### config.mk
export PLATFORM = sky130hd
export DESIGN_NAME = bitmap_page_frame_allocator
export DESIGN_NICKNAME = d
export VERILOG_FILES = /design/src/design/bpfa_pkg.sv /design/src/design/bitmap_page_frame_allocator.sv
export SDC_FILE = /design/constraint.sdc
export NUM_CORES = 2
export LEC_CHECK = 0
export ABC_CLOCK_PERIOD_IN_PS = 14450
export BUFFER_PORTS_ARGS = -buffer_cell sky130_fd_sc_hd__buf_2
export CORE_MARGIN = 4
export CORE_UTILIZATION = 40
export DETAILED_ROUTE_END_ITERATION = 16
export SETUP_SLACK_MARGIN = 0.02
export SYNTH_ARGS = -nofsm -noshare
export SYNTH_HDL_FRONTEND = slang
export SYNTH_SLANG_ARGS = --single-unit
### constraint.sdc
create_clock -name clk -period 14.45 [get_ports clk]
set_clock_uncertainty 0.05 [all_clocks]
set_input_delay 4.335 -clock clk [delete_from_list [all_inputs] [get_ports clk]]
set_output_delay 4.335 -clock clk [all_outputs]
set_load 0.02 [all_outputs]
### src/design/bpfa_pkg.sv
// Package with shared types and constants of the page frame allocator.
package bpfa_pkg;

    typedef enum logic [2:0]
    {
        MODE_ALLOC      = 3'd0,
        MODE_FREE       = 3'd1,
        MODE_CONTIG     = 3'd2,
        MODE_MARK_FREE  = 3'd3,
        MODE_MARK_RSVD  = 3'd4
    } mode_t;

    localparam int unsigned COUNT_W   = 13;
    localparam int unsigned ADDR_W    = 32;
    localparam logic [COUNT_W-1:0] COUNT_MAX = 13'd8191;

endpackage

### src/design/bitmap_page_frame_allocator.sv
// Top level of the first-fit bitmap page frame allocator.
//
// A request beat is taken at a rising edge where start is high and busy is
// low; mode, address, end_address and page_count are sampled then. The block
// raises busy and walks the bitmap one page at a time with a single shared
// compare and update path. The bitmap is a memory read at one address per
// cycle with registered read data, so every page visit takes a read state and
// an evaluation state. Contiguous allocation scans, then walks back over the
// found run to take its pages, and a free of one page visits at most that page.
// The result beat (page_address, found, free_pages) is shown for exactly one
// cycle with done high; the receiver cannot stall, so none is ever held.
// After reset the block first sweeps the bitmap to all ones, one word per
// cycle, with busy high; cfg_we writes
// total_pages at any time, and the free count resets to zero.
module bitmap_page_frame_allocator #(
    parameter int unsigned MAX_PAGES  = 4096,
    parameter int unsigned PAGE_SHIFT = 12,
    parameter int unsigned WORD_BITS  = 32
) (
    input  logic                          clk,
    input  logic                          rst_n,
    input  logic                          cfg_we,
    input  logic [bpfa_pkg::COUNT_W-1:0]  cfg_wdata,
    input  logic                          start,
    output logic                          busy,
    input  logic [2:0]                    mode,
    input  logic [bpfa_pkg::ADDR_W-1:0]   address,
    input  logic [bpfa_pkg::ADDR_W-1:0]   end_address,
    input  logic [bpfa_pkg::COUNT_W-1:0]  page_count,
    output logic                          done,
    output logic [bpfa_pkg::ADDR_W-1:0]   page_address,
    output logic                          found,
    output logic [bpfa_pkg::COUNT_W-1:0]  free_pages
);
    import bpfa_pkg::*;

    localparam int unsigned MAP_WORDS = (MAX_PAGES + WORD_BITS - 1) / WORD_BITS;
    localparam int unsigned WIDX_W    = (MAP_WORDS > 1) ? $clog2(MAP_WORDS) : 1;
    localparam int unsigned BIT_W     = $clog2(WORD_BITS);
    localparam int unsigned PIDX_W    = WIDX_W + BIT_W;
    // Page indices wide enough to hold any page number and the page total.
    localparam int unsigned PG_W      = (PIDX_W > COUNT_W ? PIDX_W : COUNT_W) + 2;

    typedef enum logic [7:0]
    {
        ST_CLEAR = 8'b0000_0001,
        ST_IDLE  = 8'b0000_0010,
        ST_READ  = 8'b0000_0100,
        ST_EVAL  = 8'b0000_1000,
        ST_TAKE  = 8'b0001_0000,
        ST_TREAD = 8'b0010_0000,
        ST_TEVAL = 8'b0100_0000,
        ST_DONE  = 8'b1000_0000
    } state_t;

    logic [WORD_BITS-1:0] mem [MAP_WORDS];
    logic [WORD_BITS-1:0] rd_reg;

    state_t             state_reg, state_next;
    logic [PG_W-1:0]    idx_reg, idx_next;
    logic [PG_W-1:0]    last_reg, last_next;
    logic [PG_W-1:0]    span_base_reg, span_base_next;
    logic [COUNT_W-1:0] run_len_reg, run_len_next;
    logic [COUNT_W-1:0] want_reg, want_next;
    logic [2:0]         mode_reg, mode_next;
    logic [COUNT_W-1:0] total_reg;
    logic [COUNT_W-1:0] free_reg, free_next;
    logic [ADDR_W-1:0]  res_addr_reg, res_addr_next;
    logic               hit_reg, hit_next;
    logic [WIDX_W-1:0]  clr_reg;

    logic               we;
    logic [WIDX_W-1:0]  wa;
    logic [WORD_BITS-1:0] wd;
    logic [WIDX_W-1:0]  ra;

    logic [PG_W-1:0]    lim;
    logic [PG_W-1:0]    first_pg, last_pg;
    logic [ADDR_W:0]    end_round;
    logic               bit_used;
    logic [BIT_W-1:0]   bsel;

    always_comb
    begin
        if ({{(PG_W-COUNT_W){1'b0}}, total_reg} > PG_W'(MAX_PAGES))
            lim = PG_W'(MAX_PAGES);
        else
            lim = {{(PG_W-COUNT_W){1'b0}}, total_reg};
    end

    assign end_round = {1'b0, end_address} + (ADDR_W+1)'((64'd1 << PAGE_SHIFT) - 64'd1);
    assign first_pg  = PG_W'(address >> PAGE_SHIFT);
    // The end page is clamped at full width so that a high end address cannot wrap.
    assign last_pg   = ((end_round >> PAGE_SHIFT) > (ADDR_W+1)'(lim))
                       ? lim : PG_W'(end_round >> PAGE_SHIFT);

    assign bsel     = idx_reg[BIT_W-1:0];
    assign bit_used = rd_reg[bsel];
    assign ra       = idx_reg[PIDX_W-1:BIT_W];

    always_ff @(posedge clk)
    begin
        if (we)
            mem[wa] <= wd;
        rd_reg <= mem[ra];
    end

    always_ff @(posedge clk or negedge rst_n)
    begin
        if (!rst_n)
            total_reg <= COUNT_W'(4096);
        else if (cfg_we)
            total_reg <= cfg_wdata;
    end

    always_comb
    begin
        state_next     = state_reg;
        idx_next       = idx_reg;
        last_next      = last_reg;
        span_base_next = span_base_reg;
        run_len_next   = run_len_reg;
        want_next      = want_reg;
        mode_next      = mode_reg;
        free_next      = free_reg;
        res_addr_next  = res_addr_reg;
        hit_next       = hit_reg;
        we             = 1'b0;
        wa             = ra;
        wd             = rd_reg;

        case (state_reg)
            ST_CLEAR:
            begin
                we = 1'b1;
                wa = clr_reg;
                wd = '1;
                if (clr_reg == WIDX_W'(MAP_WORDS - 1))
                    state_next = ST_IDLE;
            end
            ST_IDLE:
            begin
                if (start)
                begin
                    mode_next     = mode;
                    want_next     = page_count;
                    res_addr_next = '0;
                    hit_next      = 1'b0;
                    run_len_next  = '0;
                    span_base_next = '0;
                    state_next    = ST_READ;
                    case (mode)
                        MODE_ALLOC, MODE_CONTIG:
                        begin
                            idx_next  = '0;
                            last_next = lim;
                            if (mode == MODE_CONTIG && page_count == '0)
                                last_next = '0;
                        end
                        MODE_FREE:
                        begin
                            idx_next  = first_pg;
                            last_next = first_pg + PG_W'(1);
                            if (address[PAGE_SHIFT-1:0] != '0
                                || (address >> PAGE_SHIFT) >= ADDR_W'(lim))
                                last_next = first_pg;
                        end
                        MODE_MARK_FREE, MODE_MARK_RSVD:
                        begin
                            idx_next  = first_pg;
                            last_next = last_pg;
                            if ((address >> PAGE_SHIFT) >= ADDR_W'(lim))
                                last_next = '0;
                        end
                        default:
                        begin
                            last_next = '0;
                        end
                    endcase
                end
            end
            ST_READ:
            begin
                // The read issued here returns in the evaluation cycle.
                if (idx_reg >= last_reg)
                    state_next = ST_DONE;
                else
                    state_next = ST_EVAL;
            end
            ST_EVAL:
            begin
                state_next = ST_READ;
                idx_next   = idx_reg + PG_W'(1);
                case (mode_reg)
                    MODE_ALLOC:
                    begin
                        if (!bit_used)
                        begin
                            we = 1'b1;
                            wd = rd_reg | (WORD_BITS'(1) << bsel);
                            free_next = (free_reg != '0) ? free_reg - 1'b1 : free_reg;
                            res_addr_next = ADDR_W'(idx_reg) << PAGE_SHIFT;
                            hit_next   = 1'b1;
                            state_next = ST_DONE;
                        end
                    end
                    MODE_FREE, MODE_MARK_FREE:
                    begin
                        if (bit_used)
                        begin
                            we = 1'b1;
                            wd = rd_reg & ~(WORD_BITS'(1) << bsel);
                            free_next = (free_reg != COUNT_MAX) ? free_reg + 1'b1 : free_reg;
                        end
                    end
                    MODE_MARK_RSVD:
                    begin
                        if (!bit_used)
                        begin
                            we = 1'b1;
                            wd = rd_reg | (WORD_BITS'(1) << bsel);
                            free_next = (free_reg != '0) ? free_reg - 1'b1 : free_reg;
                        end
                    end
                    MODE_CONTIG:
                    begin
                        if (bit_used)
                        begin
                            run_len_next   = '0;
                            span_base_next = idx_reg + PG_W'(1);
                        end
                        else if (run_len_reg + 1'b1 == want_reg)
                        begin
                            res_addr_next = ADDR_W'(span_base_reg) << PAGE_SHIFT;
                            hit_next   = 1'b1;
                            idx_next   = span_base_reg;
                            last_next  = idx_reg + PG_W'(1);
                            state_next = ST_TAKE;
                        end
                        else
                            run_len_next = run_len_reg + 1'b1;
                    end
                    default:
                    begin
                        state_next = ST_DONE;
                    end
                endcase
            end
            ST_TAKE:
            begin
                if (idx_reg >= last_reg)
                    state_next = ST_DONE;
                else
                    state_next = ST_TEVAL;
            end
            ST_TEVAL:
            begin
                // Every page of the run was seen free, so each one is taken.
                we = 1'b1;
                wd = rd_reg | (WORD_BITS'(1) << bsel);
                free_next  = (free_reg != '0) ? free_reg - 1'b1 : free_reg;
                idx_next   = idx_reg + PG_W'(1);
                state_next = ST_TAKE;
            end
            ST_DONE:
            begin
                state_next = ST_IDLE;
            end
            default:
            begin
                state_next = ST_IDLE;
            end
        endcase
    end

    always_ff @(posedge clk or negedge rst_n)
    begin
        if (!rst_n)
        begin
            state_reg <= ST_CLEAR;
            clr_reg   <= '0;
            free_reg  <= '0;
            idx_reg   <= '0;
            last_reg  <= '0;
        end
        else
        begin
            state_reg <= state_next;
            clr_reg   <= clr_reg + 1'b1;
            free_reg  <= free_next;
            idx_reg   <= idx_next;
            last_reg  <= last_next;
        end
    end

    always_ff @(posedge clk)
    begin
        span_base_reg <= span_base_next;
        run_len_reg   <= run_len_next;
        want_reg      <= want_next;
        mode_reg      <= mode_next;
        res_addr_reg  <= res_addr_next;
        hit_reg       <= hit_next;
    end

    assign busy         = (state_reg != ST_IDLE);
    assign done         = (state_reg == ST_DONE);
    assign page_address = res_addr_reg;
    assign found        = hit_reg;
    assign free_pages   = free_reg;

    a_start_leaves_idle: assert property (@(posedge clk) disable iff (!rst_n)
        (start && !busy) |=> busy)
        else $error("accepted beat did not raise busy");
    a_done_one_cycle: assert property (@(posedge clk) disable iff (!rst_n)
        done |=> !done)
        else $error("result beat lasted more than one cycle");
    a_miss_zero_addr: assert property (@(posedge clk) disable iff (!rst_n)
        (done && !found) |-> (page_address == '0))
        else $error("failed allocation with non-zero address");
endmodule

# Yosys cells after proc, flatten, opt, wreduce, memory -nomap -nowiden
# Memories as Yosys holds them, arrays and structs flattened. A register that Yosys moved wholly into a read port is not among the register bits.
# Cells that the tools add are included.
[word_totals] ramBits=4096 register_bits=148 mem_count=1 word_cells=155 out_inout_bits=48
[op_classes] muxes=66 n_reduce_logical=25 n_addsub=7 eq_ne=35 shift=1 bitwise=3 n_lt_le_gt_ge=5
[mem_list] name="mem" words=128 word_bits=32 rd=1 rd_clocked_by_memory_dff=1 write_ports=1 line="bitmap_page_frame_allocator.sv:56" source="logic [WORD_BITS-1:0] mem [MAP_WORDS];"
[ops] operator="$mux W15" n=14
[ops] operator="$mux W32" n=6
[ops] operator="$pmux W32 S2" n=3
[ops] operator="$mux W13" n=10
[ops] operator="$pmux W32 S3" n=1
[ops] operator="$pmux W15 S2" n=3
[ops] operator="$pmux W15 S3" n=2
[ops] operator="$pmux W13 S2" n=3
[ops] operator="$pmux W8 S6" n=1
[ops] operator="$mux W8" n=5
[ops] operator="$add A32 B12 Y33 const B" n=1
[ops] operator="$and A32 B32 Y32" n=1
[ops] operator="$not A32 Y32" n=1
[ops] operator="$or A32 B32 Y32" n=1
[ops] operator="$shl A1 B5 Y32 const A" n=1
[ops] operator="$add A15 B1 Y15 const B" n=2
[ops] operator="$add A13 B1 Y13 const B" n=2
[ops] operator="$pmux W8 S3" n=1
[ops] operator="$gt A21 B13 Y1" n=1
[ops] operator="$ne A3 B3 Y1 const B" n=7
[ops] operator="$ge A20 B13 Y1" n=1
[ops] operator="$ge A15 B15 Y1" n=1
[ops] operator="$eq A13 B13 Y1" n=1
[ops] operator="$gt A13 B13 Y1 const B" n=1
[ops] operator="38 further kinds" n=72

# Logic depth before layout (Yosys ltp)
[logic_depth] depth_word=8 depth_mapped=16

# Worst setup path after synthesis
# No wires, ideal clock.
[synth_timing] path_kind="input to register" from="input port end_address[7] (netlist name)" to="register last_reg[10]" setup_slack_ns=6.537 stages=15 required_ns=14.318 arrival_ns=7.781 path_cell_list="or4_1 > or3_4 > and4_1 > nand3_1 > xor2_1 > inv_1 > ha_1 > nand4_1 > a311oi_1 > o41a_1 > or4_1 > clkbuf_1 > o32ai_2 > a31oi_1 > a31oi_1"
[synth_via] elab_chain_cells=7
[synth_lines] element="start, declared" line="bitmap_page_frame_allocator.sv:28" source="input logic [bpfa_pkg::ADDR_W-1:0] end_address,"
[synth_lines] element="$add A32 B12 Y33 *" line="bitmap_page_frame_allocator.sv:91" source="assign end_round = {1'b0, end_address} + (ADDR_W+1)'((64'd1 << PAGE_SHIFT) - 64'd1);"
[synth_lines] element="$gt A21 B13 Y1" line="bitmap_page_frame_allocator.sv:94" source="assign last_pg = ((end_round >> PAGE_SHIFT) > (ADDR_W+1)'(lim))"
[synth_lines] element="$mux W15 *" line="bitmap_page_frame_allocator.sv:95" source="? lim : PG_W'(end_round >> PAGE_SHIFT);"
[synth_lines] element="$mux W15 *" line="bitmap_page_frame_allocator.sv:172" source="if ((address >> PAGE_SHIFT) >= ADDR_W'(lim))"
[synth_lines] element="$pmux W15 S3 *" line="bitmap_page_frame_allocator.sv:152" source="case (mode)"
[synth_lines] element="$mux W15 *" line="bitmap_page_frame_allocator.sv:143" source="if (start)"
[synth_lines] element="$pmux W15 S2 *" line="bitmap_page_frame_allocator.sv:132" source="case (state_reg)"
[synth_lines] element="end signal, assigned" line="bitmap_page_frame_allocator.sv:292" source="last_reg <= last_next;"
[synth_lines] element="end, declared" line="bitmap_page_frame_allocator.sv:61" source="logic [PG_W-1:0] last_reg, last_next;"
# Every way passes the cells marked *; elsewhere a longest branch is shown, timed or not. The select of a mux whose other input is x is not followed.
# A chain may end at the register's enable or synchronous reset.

# Final worst setup path
[layout_timing] from="input port end_address[7] (netlist name)" to="register last_reg[8]"
# Same word-level chain as after synthesis.

==> run_results.csv <==
group,metric,value,unit
power,swShare,32.40,%
sta,tns,0,ns
sta,fin_ws,6.792,ns
placed_design,portBuffers,127,
sta,fin_crit_sh,53.00,%
clock_tree,post_cts_buffers,0,
finish,final_area,0.1896,mm²
detailed_routing,ant_nets,0,
grt,grt_pass1_vias,81370,
grt,antenna_found_initial,31,
finish,largest_reg_flops,4096,
sta,rsz0062_at_grt,"false",
finish,area_delta_synth_final,13.54,%
setup_path,arrival,8.52,ns
synth,yosys_warnings,0,
detailed_routing,vias,80790,
floorplan,ios,145,
power,p_per_area,203.3,mW/mm²
grt,grt_pass1_wl,629700,µm
detailed_routing,drc_errors,0,
power,ir_drop,184.6,µV
clock_tree,postCtsHoldBufs,0,
sta,finalCriticalPeriod,7.658,ns
grt,grt_util_all_layers,20.71,%
detailed_routing,drt_pre_antenna_iters,6,
finish,layout-drive-gt1-share,31.53,%
setup_path,critical_path_required,15.31,ns
floorplan,die_w,654.1,µm
clock_tree,cts_inserted_buffers,419,
status,status,"completed",
setup_path,cp_max_fo,5,
power,seqPwrFrac,42.0,%
sta,worst-slew-pin-transition,1.449,ns
setup_path,cp-end-kind,"flop",
detailed_routing,route.detailed.wl_per_inst,33.03,µm
min_path,hold_class,"flop to flop",
power,combPwrFrac,30.1,%
detailed_routing,wl,448800,µm
synth,synthCells,7332,
power,power.switching,12.48,mW
clock_tree,clock-sinks,4258,
sta,whs,0.4612,ns
power,p_leak,58.24,nW
setup_path,reg2reg_slack,8.48,ns
setup_path,regToRegEndpoint,"mem[65][10]$_DFFE_PP_",
floorplan,core,0.4163,mm²
clock_tree,htree_levels,5,
clock_tree,cts.path.max_buffers,4,
setup_path,ff2ff_path_depth,9,
synth,synth_area_per_cell,22.77,µm²
sta,max_freq,0.1306,GHz
floorplan,die-height,654.1,µm
floorplan,initial_utilization,40.11,%
sta,setup_violations,0,
synth,synth_top_flop_cell,"edfxtp_1",
finish,final_nets,7883,
synth,synth_enable_flop_cells,4156,
sta,final_hold_viol_count,0,
detailed_routing,via_per_inst,5.945,
synth,yosysMostFrequentCell,"edfxtp_1",
placed_design,pre_cts_slack,5.827,ns
synth,synth_area_leaders,"edfxtp_1, mux4_2, dfrtp_1, nor2_1, nand2_1",
synth,yosysSeqAreaShare,76.18,%
clock_tree,cts.clk_slew.worst_paths,0.07,ns
floorplan,dieArea,0.4278,mm²
placed_design,placed_area,0.1760,mm²
setup_path,worst-setup-path-type,"input pin to flop",
clock_tree,cts-root-buf,"clkbuf_16",
power,pwr-share-clk,27.8,%
synth,yosys-top-cells-count,"edfxtp_1, mux4_2, nor2_1, nand2_1, clkbuf_1",
clock_tree,ctsResizeCount,0,
clock_tree,cts_tree,"built",
synth,syn_area,0.1670,mm²
synth,synth_top_area_cell,"edfxtp_1",
detailed_routing,drt_first_iter_violations,11310,
setup_path,cp-start-kind,"input pin",
sta,final_max_slew_viol_count,0,
synth,synth_cell_types,94,
floorplan,rows,237,
clock_tree,clkLatencyLatePin,1.00,ns
synth,netlist.area_leader.share,74.74,%
power,internal-power,26.05,mW
finish,final_util,45.54,%
min_path,worstHoldEndpoint,"clr_reg[0]$_DFF_PN0_",
min_path,min-delay-start,"clr_reg[0]$_DFF_PN0_",
sta,maxSlewHeadroom,3.418,%
min_path,hold_depth,1,
job,max-cap-violations,0,
placed_design,gp_congestion,0.8810,
grt,grt-ovfl-total,0,
synth,ys_ff_latch,4258,
setup_path,rr_startpoint,"idx_reg[1]$_DFFE_PN0P_",
synth,async_flop_share,1.644,%
placed_design,dp_hpwl,248300,µm
grt,grt_max_degree,149,
metrics by stage:
stage                     power, mW  std cells
after detailed placement      28.19      12810
after global routing          39.79      13570
after CTS                     38.84      13570
after global placement        27.90      12810
final                         38.53      13590
after floorplan               23.36       7348
cell usage in the layout (no fill, tap or decap), types with 40 or more instances in the layout:
cell type  netlist  layout
mux4_2        1351    1351
o21ai_0         42      41
a21oi_1         87      82
clkinv_1         2      87
clkinv_2         0      61
a31oi_1         41      40
nor2_1         266     137
inv_1           41      41
nor2_4           0     129
clkbuf_1       237      97
dfrtp_1         68      62
buf_2           95     126
ha_1            52      52
buf_4           18     250
nand2_1        254     248
clkbuf_16        0     426
nand3_1         52      52
edfxtp_1      4156    4156
how the worst max path moves through the flow:
| stage | from | to | cells after the start |
|---|---|---|---|
| finish | end_address[7] | last_reg[8]$_DFFE_PN0P_ | 15 |
| global route | end_address[7] | last_reg[8]$_DFFE_PN0P_ | 15 |
| CTS | end_address[7] | last_reg[8]$_DFFE_PN0P_ | 15 |
| detailed placement | end_address[7] | last_reg[8]$_DFFE_PN0P_ | 15 |
| global placement | end_address[7] | last_reg[8]$_DFFE_PN0P_ | 15 |
| floorplan | end_address[7] | last_reg[10]$_DFFE_PN0P_ | 15 |
power groups by stage:
stage | registers (mW) | clock network, mW | logic, mW
4_1_cts | 16.2 | 10.9 | 11.7
3_5_place_dp | 16.5 | 0 | 11.7
6_report | 16.2 | 10.7 | 11.6
2_1_floorplan | 16.6 | 0 | 6.81
3_3_place_gp | 16.4 | 0 | 11.5
5_1_grt | 16.2 | 11.4 | 12.1
layout make-up:
type	count	area, µm²
Timing Repair Buffer	386	2715
Sequential cell	4258	127200
Multi-Input combinational cell	2625	39090
Tap cell	5497	6878
Clock inverter	227	2310
Inverter	44	170.2
Clock buffer	532	11150
Antenna cell	21	52.55
Fill cell	34340	226800
cell families (layout without fill, tap and decap cells):
logic type,Yosys count,after routing,synth area share (%)
xor gates and xnor gates,70,70,0.3844
AOI/OAI and AO/OA,310,310,1.248
adders and majority gates,52,52,0.3897
DFF,4258,4258,76.18
buffers and inverters,465,1189,1.158
and+or+nand+nor,791,791,2.205
muxes,1385,1385,18.44
other,1,38,0.002246
critical path, stage by stage:
cell	delay, ns
buf_2	0.10
or4_1	0.57
or3_4	0.43
and4_1	0.22
nand3_1	0.10
xor2_1	0.34
inv_1	0.08
ha_1	0.30
nand4_1	0.18
a311oi_1	0.37
o41a_1	0.26
o21bai_1	0.15
a211oi_1	0.68
a2111oi_0	0.22
a31oi_1	0.18
metal layers:
metal | vias up | track usage (%) | part of all wire, %
met1 | 44210 | 29.79 | 41
met5 | - | 0 | 0.013
met2 | 3870 | 33.40 | 49
met3 | 655 | 2.994 | 7.8
met4 | 10 | 5.314 | 2.7
li1 | 32050 | - | -
No activity file was read; power rests on OpenSTA's default activity.
